File: src/rtl/touch_swipe_gesture_detector_defines.svh
// ----------------------------------------------------------------------------
// Touch swipe gesture detector: assertion macros
// Shared assertion helpers, clocked on clk and disabled while arst_n is low.
// ----------------------------------------------------------------------------
`ifndef TOUCH_SWIPE_GESTURE_DETECTOR_DEFINES_SVH
`define TOUCH_SWIPE_GESTURE_DETECTOR_DEFINES_SVH

// Same-cycle implication.
`define TSGD_ASSERT_NOW(label, ante, cons, msg) \
	label: assert property (@(posedge clk) disable iff (!arst_n) (ante) |-> (cons)) \
		else $error(msg);

// Next-cycle implication.
`define TSGD_ASSERT_NEXT(label, ante, cons, msg) \
	label: assert property (@(posedge clk) disable iff (!arst_n) (ante) |=> (cons)) \
		else $error(msg);

`endif

File: src/rtl/tsgd_pkg.sv
// ----------------------------------------------------------------------------
// Touch swipe gesture detector package
// Widths, gesture codes, register indexes and configuration reset values.
// ----------------------------------------------------------------------------
package tsgd_pkg;

	// Default parameter values.
	localparam int COORD_BITS_DEF = 12;
	localparam int TIME_BITS_DEF  = 32;

	// Fixed field widths.
	localparam int ID_W      = 7;
	localparam int GEST_W    = 3;
	localparam int DIST_W    = 12;
	localparam int TMO_W     = 16;
	localparam int MID_W     = 12;
	localparam int CFG_W     = 16;
	localparam int CFG_IDX_W = 2;

	// Gesture codes.
	localparam logic [GEST_W-1:0] G_NONE   = 3'd0;
	localparam logic [GEST_W-1:0] G_UP     = 3'd1;
	localparam logic [GEST_W-1:0] G_DOWN   = 3'd2;
	localparam logic [GEST_W-1:0] G_LEFT   = 3'd3;
	localparam logic [GEST_W-1:0] G_RIGHT  = 3'd4;
	localparam logic [GEST_W-1:0] G_LCLICK = 3'd5;
	localparam logic [GEST_W-1:0] G_RCLICK = 3'd6;
	localparam logic [GEST_W-1:0] G_CREATE = 3'd7;

	// Configuration register indexes.
	localparam logic [CFG_IDX_W-1:0] REG_MIN_DIST = 2'd0;
	localparam logic [CFG_IDX_W-1:0] REG_TIMEOUT  = 2'd1;
	localparam logic [CFG_IDX_W-1:0] REG_MIDPOINT = 2'd2;

	// Configuration reset values.
	localparam logic [DIST_W-1:0] MIN_DIST_RST = 12'd300;
	localparam logic [TMO_W-1:0]  TIMEOUT_RST  = 16'd1200;
	localparam logic [MID_W-1:0]  MIDPOINT_RST = 12'd960;

	// Configuration register bundle.
	typedef struct packed {
		logic [DIST_W-1:0] min_dist;
		logic [TMO_W-1:0]  timeout;
		logic [MID_W-1:0]  midpoint;
	} cfg_t;

endpackage

File: src/rtl/tsgd_cfg.sv
// ----------------------------------------------------------------------------
// Touch swipe gesture detector: configuration registers
// Holds the swipe distance, swipe timeout and click midpoint registers.
// ----------------------------------------------------------------------------
module tsgd_cfg (
	input  logic                           clk,
	input  logic                           arst_n,
	input  logic                           cfg_we,
	input  logic [tsgd_pkg::CFG_IDX_W-1:0] cfg_index,
	input  logic [tsgd_pkg::CFG_W-1:0]     cfg_data,
	output tsgd_pkg::cfg_t                 cfg
);

	tsgd_pkg::cfg_t cfg_q;

	// Register writes; an index beyond the list is ignored.
	always_ff @(posedge clk or negedge arst_n) begin
		if (!arst_n) begin
			cfg_q.min_dist <= tsgd_pkg::MIN_DIST_RST;
			cfg_q.timeout  <= tsgd_pkg::TIMEOUT_RST;
			cfg_q.midpoint <= tsgd_pkg::MIDPOINT_RST;
		end else if (cfg_we) begin
			case (cfg_index)
				tsgd_pkg::REG_MIN_DIST: cfg_q.min_dist <= cfg_data[tsgd_pkg::DIST_W-1:0];
				tsgd_pkg::REG_TIMEOUT:  cfg_q.timeout  <= cfg_data[tsgd_pkg::TMO_W-1:0];
				tsgd_pkg::REG_MIDPOINT: cfg_q.midpoint <= cfg_data[tsgd_pkg::MID_W-1:0];
				default: ;
			endcase
		end
	end

	assign cfg = cfg_q;

endmodule

File: src/rtl/tsgd_swipe.sv
// ----------------------------------------------------------------------------
// Touch swipe gesture detector: swipe classifier
// Turns a finished stroke into a swipe direction, or none when it was too
// slow or too short.
// ----------------------------------------------------------------------------
module tsgd_swipe #(
	parameter int COORD_BITS = tsgd_pkg::COORD_BITS_DEF,
	parameter int TIME_BITS  = tsgd_pkg::TIME_BITS_DEF
) (
	input  logic [COORD_BITS-1:0]           start_x,
	input  logic [COORD_BITS-1:0]           start_y,
	input  logic [COORD_BITS-1:0]           recent_x,
	input  logic [COORD_BITS-1:0]           recent_y,
	input  logic [TIME_BITS-1:0]            start_time,
	input  logic [TIME_BITS-1:0]            now_ms,
	input  logic [tsgd_pkg::DIST_W-1:0]     min_dist,
	input  logic [tsgd_pkg::TMO_W-1:0]      timeout,
	output logic [tsgd_pkg::GEST_W-1:0]     gesture
);

	localparam int CMP_W = (COORD_BITS > tsgd_pkg::DIST_W) ? COORD_BITS : tsgd_pkg::DIST_W;

	logic [COORD_BITS:0]   dx;
	logic [COORD_BITS:0]   dy;
	logic [COORD_BITS-1:0] ax;
	logic [COORD_BITS-1:0] ay;
	logic [COORD_BITS-1:0] big;
	logic [TIME_BITS-1:0]  elapsed;
	logic                  too_slow;
	logic                  too_short;

	// Signed travel on each axis and its magnitude.
	assign dx = {1'b0, recent_x} - {1'b0, start_x};
	assign dy = {1'b0, recent_y} - {1'b0, start_y};
	assign ax = dx[COORD_BITS] ? (~dx[COORD_BITS-1:0] + 1'b1) : dx[COORD_BITS-1:0];
	assign ay = dy[COORD_BITS] ? (~dy[COORD_BITS-1:0] + 1'b1) : dy[COORD_BITS-1:0];
	assign big = (ax > ay) ? ax : ay;

	// Stroke duration wraps with the free-running clock.
	assign elapsed   = now_ms - start_time;
	assign too_slow  = elapsed > TIME_BITS'(timeout);
	assign too_short = CMP_W'(big) < CMP_W'(min_dist);

	// Dominant axis wins; a tie goes to the horizontal axis.
	always_comb begin
		if (too_slow || too_short) begin
			gesture = tsgd_pkg::G_NONE;
		end else if (ax >= ay) begin
			gesture = dx[COORD_BITS] ? tsgd_pkg::G_LEFT : tsgd_pkg::G_RIGHT;
		end else begin
			gesture = dy[COORD_BITS] ? tsgd_pkg::G_UP : tsgd_pkg::G_DOWN;
		end
	end

endmodule

File: src/rtl/tsgd_step.sv
// ----------------------------------------------------------------------------
// Touch swipe gesture detector: sample step
// Holds the button edge and stroke tracking state and works out the gesture
// for the sample in the input register.
// ----------------------------------------------------------------------------
`include "touch_swipe_gesture_detector_defines.svh"

module tsgd_step #(
	parameter int COORD_BITS = tsgd_pkg::COORD_BITS_DEF,
	parameter int TIME_BITS  = tsgd_pkg::TIME_BITS_DEF
) (
	input  logic                        clk,
	input  logic                        arst_n,
	input  logic                        fire,
	input  tsgd_pkg::cfg_t              cfg,
	input  logic                        create_pressed,
	input  logic                        click_pressed,
	input  logic                        first_down,
	input  logic [tsgd_pkg::ID_W-1:0]   first_id,
	input  logic [COORD_BITS-1:0]       first_x,
	input  logic [COORD_BITS-1:0]       first_y,
	input  logic                        second_down,
	input  logic [COORD_BITS-1:0]       second_x,
	input  logic [TIME_BITS-1:0]        now_ms,
	output logic [tsgd_pkg::GEST_W-1:0] gesture
);

	localparam int CMP_W = (COORD_BITS > tsgd_pkg::MID_W) ? COORD_BITS : tsgd_pkg::MID_W;

	logic                      prev_create_q;
	logic                      prev_click_q;
	logic                      stroke_active_q;
	logic                      suppress_q;
	logic [tsgd_pkg::ID_W-1:0] stroke_id_q;
	logic [COORD_BITS-1:0]     start_x_q;
	logic [COORD_BITS-1:0]     start_y_q;
	logic [COORD_BITS-1:0]     recent_x_q;
	logic [COORD_BITS-1:0]     recent_y_q;
	logic [TIME_BITS-1:0]      start_time_q;

	logic                      prev_create_d;
	logic                      prev_click_d;
	logic                      stroke_active_d;
	logic                      suppress_d;
	logic                      restart;
	logic                      track;

	logic                      any_down;
	logic                      create_rise;
	logic                      click_rise;
	logic [COORD_BITS-1:0]     click_x;
	logic [tsgd_pkg::GEST_W-1:0] swipe_gesture;

	assign any_down    = first_down || second_down;
	assign create_rise = create_pressed && !prev_create_q;
	assign click_rise  = click_pressed && !prev_click_q;
	assign click_x     = first_down ? first_x : second_x;

	tsgd_swipe #(
		.COORD_BITS (COORD_BITS),
		.TIME_BITS  (TIME_BITS)
	) u_swipe (
		.start_x    (start_x_q),
		.start_y    (start_y_q),
		.recent_x   (recent_x_q),
		.recent_y   (recent_y_q),
		.start_time (start_time_q),
		.now_ms     (now_ms),
		.min_dist   (cfg.min_dist),
		.timeout    (cfg.timeout),
		.gesture    (swipe_gesture)
	);

	// Priority: create edge, then click, then suppression, then stroke tracking.
	always_comb begin
		gesture         = tsgd_pkg::G_NONE;
		prev_create_d   = create_pressed;
		prev_click_d    = prev_click_q;
		stroke_active_d = stroke_active_q;
		suppress_d      = suppress_q;
		restart         = 1'b0;
		track           = 1'b0;
		if (create_rise) begin
			gesture = tsgd_pkg::G_CREATE;
		end else if (click_rise) begin
			prev_click_d    = 1'b1;
			stroke_active_d = 1'b0;
			suppress_d      = 1'b1;
			if (any_down && (CMP_W'(click_x) >= CMP_W'(cfg.midpoint))) begin
				gesture = tsgd_pkg::G_RCLICK;
			end else begin
				gesture = tsgd_pkg::G_LCLICK;
			end
		end else if (click_pressed) begin
			gesture = tsgd_pkg::G_NONE;
		end else if (prev_click_q) begin
			prev_click_d = 1'b0;
		end else if (suppress_q) begin
			suppress_d = any_down;
		end else if (first_down) begin
			track = 1'b1;
			if (!stroke_active_q || (first_id != stroke_id_q)) begin
				restart         = 1'b1;
				stroke_active_d = 1'b1;
			end
		end else if (stroke_active_q) begin
			stroke_active_d = 1'b0;
			gesture         = swipe_gesture;
		end
	end

	// Control state.
	always_ff @(posedge clk or negedge arst_n) begin
		if (!arst_n) begin
			prev_create_q   <= 1'b0;
			prev_click_q    <= 1'b0;
			stroke_active_q <= 1'b0;
			suppress_q      <= 1'b0;
		end else if (fire) begin
			prev_create_q   <= prev_create_d;
			prev_click_q    <= prev_click_d;
			stroke_active_q <= stroke_active_d;
			suppress_q      <= suppress_d;
		end
	end

	// Stroke position and timing, cleared at reset.
	always_ff @(posedge clk or negedge arst_n) begin
		if (!arst_n) begin
			stroke_id_q  <= '0;
			start_x_q    <= '0;
			start_y_q    <= '0;
			recent_x_q   <= '0;
			recent_y_q   <= '0;
			start_time_q <= '0;
		end else if (fire) begin
			if (restart) begin
				stroke_id_q  <= first_id;
				start_x_q    <= first_x;
				start_y_q    <= first_y;
				start_time_q <= now_ms;
			end
			if (track) begin
				recent_x_q <= first_x;
				recent_y_q <= first_y;
			end
		end
	end

	// A click cancels the stroke, so tracking and suppression never overlap.
	`TSGD_ASSERT_NOW(a_suppress_excl, suppress_q, !stroke_active_q, "stroke active while suppressed")
	// A click edge arms suppression and drops the stroke.
	`TSGD_ASSERT_NEXT(a_click_arms, fire && !create_rise && click_rise, suppress_q && !stroke_active_q && prev_click_q, "click edge did not arm suppression")
	// A swipe ends the stroke.
	`TSGD_ASSERT_NEXT(a_swipe_ends, fire && (gesture == tsgd_pkg::G_UP || gesture == tsgd_pkg::G_DOWN || gesture == tsgd_pkg::G_LEFT || gesture == tsgd_pkg::G_RIGHT), !stroke_active_q, "stroke still active after swipe")

endmodule

File: src/rtl/touch_swipe_gesture_detector.sv
// ----------------------------------------------------------------------------
// Touch swipe gesture detector
// Turns decoded touchpad samples into create, click and swipe gesture codes.
// ----------------------------------------------------------------------------
// One sample request enters on the input channel (in_valid / in_stall) and
// exactly one gesture code leaves on the output channel (out_valid /
// out_stall), in order. A sample is taken at a clock edge with in_valid high
// and in_stall low; a gesture is taken with out_valid high and out_stall low.
// The sample lands in an input register, one pass of compare and subtract
// logic updates the tracking state and fills the output register, which
// shows the gesture. A new sample can be taken every cycle while the output
// register is free; the input register and the single-pass logic set that
// rate. While the receiver stalls, the shown gesture holds, one more sample
// still enters the input register, and in_stall rises only when both
// registers are full. The configuration port (cfg_we, cfg_index, cfg_data)
// writes a register at each edge with cfg_we high; the user must use it only
// while no request is in flight, which the block itself does not enforce.
// Reset clears all tracking state, empties both registers and loads the
// configuration defaults: distance 300, timeout 1200 ms, midpoint 960.
// ----------------------------------------------------------------------------
`include "touch_swipe_gesture_detector_defines.svh"

module touch_swipe_gesture_detector #(
	parameter int COORD_BITS = tsgd_pkg::COORD_BITS_DEF,
	parameter int TIME_BITS  = tsgd_pkg::TIME_BITS_DEF
) (
	input  logic                           clk,
	input  logic                           arst_n,
	// Configuration port.
	input  logic                           cfg_we,
	input  logic [tsgd_pkg::CFG_IDX_W-1:0] cfg_index,
	input  logic [tsgd_pkg::CFG_W-1:0]     cfg_data,
	// Sample channel.
	input  logic                           in_valid,
	output logic                           in_stall,
	input  logic                           create_pressed,
	input  logic                           click_pressed,
	input  logic                           first_down,
	input  logic [tsgd_pkg::ID_W-1:0]      first_id,
	input  logic [COORD_BITS-1:0]          first_x,
	input  logic [COORD_BITS-1:0]          first_y,
	input  logic                           second_down,
	input  logic [COORD_BITS-1:0]          second_x,
	input  logic [TIME_BITS-1:0]           now_ms,
	// Gesture channel.
	output logic                           out_valid,
	input  logic                           out_stall,
	output logic [tsgd_pkg::GEST_W-1:0]    gesture
);

	tsgd_pkg::cfg_t              cfg;

	logic                        valid_s1;
	logic                        create_s1;
	logic                        click_s1;
	logic                        first_down_s1;
	logic [tsgd_pkg::ID_W-1:0]   first_id_s1;
	logic [COORD_BITS-1:0]       first_x_s1;
	logic [COORD_BITS-1:0]       first_y_s1;
	logic                        second_down_s1;
	logic [COORD_BITS-1:0]       second_x_s1;
	logic [TIME_BITS-1:0]        now_s1;

	logic                        valid_s2;
	logic [tsgd_pkg::GEST_W-1:0] gesture_s2;
	logic [tsgd_pkg::GEST_W-1:0] step_gesture;

	logic                        out_free;
	logic                        advance;
	logic                        take;

	tsgd_cfg u_cfg (
		.clk       (clk),
		.arst_n    (arst_n),
		.cfg_we    (cfg_we),
		.cfg_index (cfg_index),
		.cfg_data  (cfg_data),
		.cfg       (cfg)
	);

	// Handshake: the input register moves on when the output register is free.
	assign out_free = !valid_s2 || !out_stall;
	assign advance  = valid_s1 && out_free;
	assign in_stall = valid_s1 && !out_free;
	assign take     = in_valid && !in_stall;

	// Input register.
	always_ff @(posedge clk or negedge arst_n) begin
		if (!arst_n) begin
			valid_s1 <= 1'b0;
		end else if (take) begin
			valid_s1 <= 1'b1;
		end else if (advance) begin
			valid_s1 <= 1'b0;
		end
	end

	always_ff @(posedge clk) begin
		if (take) begin
			create_s1      <= create_pressed;
			click_s1       <= click_pressed;
			first_down_s1  <= first_down;
			first_id_s1    <= first_id;
			first_x_s1     <= first_x;
			first_y_s1     <= first_y;
			second_down_s1 <= second_down;
			second_x_s1    <= second_x;
			now_s1         <= now_ms;
		end
	end

	tsgd_step #(
		.COORD_BITS (COORD_BITS),
		.TIME_BITS  (TIME_BITS)
	) u_step (
		.clk            (clk),
		.arst_n         (arst_n),
		.fire           (advance),
		.cfg            (cfg),
		.create_pressed (create_s1),
		.click_pressed  (click_s1),
		.first_down     (first_down_s1),
		.first_id       (first_id_s1),
		.first_x        (first_x_s1),
		.first_y        (first_y_s1),
		.second_down    (second_down_s1),
		.second_x       (second_x_s1),
		.now_ms         (now_s1),
		.gesture        (step_gesture)
	);

	// Output register.
	always_ff @(posedge clk or negedge arst_n) begin
		if (!arst_n) begin
			valid_s2 <= 1'b0;
		end else if (advance) begin
			valid_s2 <= 1'b1;
		end else if (!out_stall) begin
			valid_s2 <= 1'b0;
		end
	end

	always_ff @(posedge clk) begin
		if (advance) begin
			gesture_s2 <= step_gesture;
		end
	end

	assign out_valid = valid_s2;
	assign gesture   = gesture_s2;

	// The input side only stalls when a sample is parked in the input register.
	`TSGD_ASSERT_NOW(a_stall_needs_s1, in_stall, valid_s1, "stall with empty input register")
	// A parked sample that cannot move on stays in the input register.
	`TSGD_ASSERT_NEXT(a_s1_kept, valid_s1 && !advance, valid_s1, "parked sample lost")
	// Every processed sample produces a shown gesture.
	`TSGD_ASSERT_NEXT(a_result_shown, advance, valid_s2, "processed sample gave no gesture")

endmodule

File: config.mk
export PLATFORM = sky130hd
export DESIGN_NAME = touch_swipe_gesture_detector
export DESIGN_NICKNAME = d
export VERILOG_FILES = /design/src/rtl/tsgd_pkg.sv /design/src/rtl/tsgd_cfg.sv /design/src/rtl/tsgd_swipe.sv /design/src/rtl/tsgd_step.sv /design/src/rtl/touch_swipe_gesture_detector.sv
export VERILOG_INCLUDE_DIRS = /design/src /design/src/rtl
export SDC_FILE = /design/constraint.sdc
export NUM_CORES = 1
export LEC_CHECK = 0
export ABC_AREA = 0
export BUFFER_PORTS_ARGS = -buffer_cell sky130_fd_sc_hd__buf_2
export CAP_MARGIN = 20
export CORE_MARGIN = 1.5
export CORE_UTILIZATION = 55
export DETAILED_ROUTE_END_ITERATION = 10
export PLACE_DENSITY = 0.74
export SYNTH_ARGS = -nofsm -noshare
export SYNTH_HDL_FRONTEND = slang
export SYNTH_SLANG_ARGS = --single-unit
File: constraint.sdc
create_clock -name clk -period 6 [get_ports clk]
set_clock_uncertainty 0.1 [all_clocks]
set_input_delay 0.9 -clock clk [delete_from_list [all_inputs] [get_ports clk]]
set_output_delay 0.9 -clock clk [all_outputs]
set_load 0.02 [all_outputs]
==> flow_summary.json <==
{
  "cts_buffers": 24,
  "route.antenna.remaining_nets": 0,
  "synthTopCellsByCount": "121 x dfrtp_1, 116 x inv_1, 113 x nand2_1",
  "clockBufferDepth": 3,
  "fp.dieH_um": 153,
  "rows": 54,
  "worst_slack_ps": -123,
  "final_hold_viol_count": 0,
  "syn_to_final_growth_pct": 19.1,
  "n_fill_cell": 1728,
  "globalRouteOverflowTotal": 0,
  "first_pass_iters": 5,
  "place_ws_ps": -320,
  "highest_layer": "met4",
  "fin_cells": 1649,
  "post-dp-hpwl_mm": 19.5,
  "grt_setup_unrepaired": "yes",
  "grt_usage": 0.228,
  "synthesis.area_um2": 12400,
  "synth.most_common_cell": "dfrtp_1",
  "setup_viol": 3,
  "clock_sinks": 215,
  "finalCriticalPeriod_ps": 6120,
  "synth_warnings": 0,
  "worstPathRequired_ps": 6300,
  "drc": 0,
  "yosysSeqAreaShare": 0.467,
  "globalplace.congestion": 0.884,
  "start_util": 0.564,
  "io_pins": 107,
  "synthCells": 1188,
  "synth_seq_cells": 215,
  "tightest_slew_ps": 843,
  "synthArstFlopShare": 0.619,
  "finalCritPeriodShare": 1.02,
  "synth_fp_nets": 1401,
  "antenna_cells": 0,
  "max_slew_margin": 0.436,
  "grt_pass1_wl_mm": 43.3,
  "hold_path_class": "input port to asynchronous set/reset pin",
  "clk_latency_ps": 520,
  "end_kind": "register",
  "status": "complete, but fails checks",
  "cts_root_buf": "clkbuf_16",
  "startpoint_type": "register",
  "grt_max_degree": 87,
  "synth_ff_type": "dfrtp_1",
  "ys_top_cells_by_area": "dfrtp_1 24%, edfxtp_1 20%, ha_1 11%",
  "critPathMaxFanout": 5,
  "fmax_mhz": 163,
  "drv_slew": 0,
  "fp.dieArea_um2": 23500,
  "met3_length_um": 969,
  "synth_edf_count": 82,
  "synth_top_area_frac": 0.244,
  "wl_per_cell_um": 16.3,
  "clkTransAtPathRegs_ps": 60,
  "die_w_um": 153,
  "syn_area_per_cell_um2": 10.5,
  "drt-met1-wl_mm": 12.9,
  "synth_cell_types": 70,
  "post_drt_via_cell_ratio": 5.51,
  "violations": "negative setup slack",
  "io_buffers": 106,
  "antenna_found_initial": 0,
  "grt_pass1_vias": 8838,
  "core_area_um2": 22000,
  "final_nets": 1564,
  "dp_cells": 1584,
  "met2_length_mm": 12.4,
  "vias": 9083,
  "h-tree-depth": 1,
  "reg2regPathDepth": 30,
  "drive_above_1_share": 0.267,
  "wl_mm": 27.0,
  "cap_violations": 0,
  "cp_slowest_cell": "dfrtp_1",
  "critPathArrivalTime_ps": 6420,
  "yosysTopAreaCell": "dfrtp_1",
  "crit_type": "register to register",
  "cts_tree": "yes",
  "dr.first_iter.drc_count": 473,
  "slowest_delay_ps": 400
}
logic make-up (layout without fill, tap and decap cells):
| logic type | count (synthesis) | in the layout | share of synthesized area |
|---|---|---|---|
| xor gates and xnor gates | 73 | 73 | 0.0520 |
| buffers and inverters | 151 | 332 | 0.0465 |
| muxes | 82 | 82 | 0.0739 |
| adders and majority gates | 111 | 111 | 0.114 |
| AOI/OAI and AO/OA | 265 | 265 | 0.134 |
| DFF | 215 | 215 | 0.467 |
| and+or+nand+nor | 291 | 291 | 0.112 |
per-stage QoR:
stage	setup TNS, ps	utilization	cell area [um2]	hold WS, ps
global placement	-172	0.615	13500	368
floorplan	0	-	12400	347
global route	-1270	0.672	14800	277
detailed placement	-912	0.615	13500	375
finish	-326	0.672	14800	245
CTS	0	0.653	14400	395
final timing paths:
check                               startpoint                      to  slack (ps)
setup / recovery           u_step.start_x_q[0]              gesture[0]        -120
min in group clk                 first_y_s1[4]     u_step.start_y_q[4]         390
max in group asynchronous               arst_n  u_step.start_time_q[2]        4250
hold / removal                          arst_n   u_step.stroke_id_q[2]         250
hold reg to reg                  first_y_s1[4]     u_step.start_y_q[4]         390
setup reg to reg           u_step.start_x_q[0]              gesture[0]        -120
flip-flops by register name, indices dropped and copies added (netlist names), 3 cells and up:
register / flops
u_step.recent_x_q: 12
first_id_s1: 7
u_step.recent_y_q: 12
u_step.start_y_q: 12
u_step.stroke_id_q: 7
u_step.start_x_q: 12
second_x_s1: 12
first_x_s1: 12
gesture: 3
now_s1: 32
u_cfg.cfg: 40
first_y_s1: 12
u_step.start_time_q: 32
layer usage:
metal / GRT usage / vias up
li1: - / 4524
met1: 0.325 / 4331
met2: 0.368 / 182
met3: 0.0306 / 46
met4: 0.0574 / 0
met5: 0 / -
worst max-delay path: cells and delay by family, from the launching register on:
family | cells | cell delay [ps]
AOI/OAI and AO/OA | 8 | 1200
xor gates and xnor gates | 2 | 350
DFF | 1 | 400
adders and majority gates | 4 | 1150
buffers and inverters | 4 | 540
and+or+nand+nor | 12 | 2240
placed cells by master (no fill, tap or decap), types with 6 or more instances in the layout:
cell / netlist / routed
ha_1: 108 / 104
a31oi_1: 6 / 6
nor2_1: 57 / 52
nor2b_1: 12 / 10
clkbuf_1: 22 / 6
inv_1: 116 / 115
xor2_1: 36 / 35
o21a_1: 9 / 9
a21oi_2: 0 / 6
or3_1: 8 / 7
nand2_1: 113 / 113
buf_2: 8 / 105
nand2b_1: 15 / 14
xnor2_1: 36 / 29
clkbuf_16: 0 / 25
nand3_1: 16 / 16
a21oi_1: 66 / 59
dfstp_2: 12 / 12
buf_4: 0 / 61
o21ai_0: 95 / 92
o31a_1: 6 / 6
dfrtp_1: 121 / 121
nand4_1: 17 / 17
nor3_1: 19 / 16
a21o_1: 22 / 22
edfxtp_1: 82 / 82
xnor2_2: 0 / 7
mux2_2: 78 / 77
o211ai_1: 9 / 9
o21ai_2: 1 / 6
final cells by class:
class                      instances  area (um2)  area share
sequential                       215        5810       0.392
multi-input combinational        822        6370       0.431
timing repair buffer             172        1080      0.0733
clock inverter                     9        50.0     0.00338
clock buffer                      35         703      0.0475
inverter                         116         435      0.0294
tap                              280         350      0.0237
what timing repair did:
| item | CTS | global route |
|---|---|---|
| gates resized for setup | 10 | 52 |
| cloned | 0 | 1 |
| setup buffers | 7 | 11 |
| endpoints found under the setup margin | 3 | 3 |
| hold buffers | 0 | 0 |
| pin swaps | 6 | 40 |
Power is left out: the tool's default activity adds up to more than one toggle a clock period on the data nets, which glitch-free logic cannot reach.
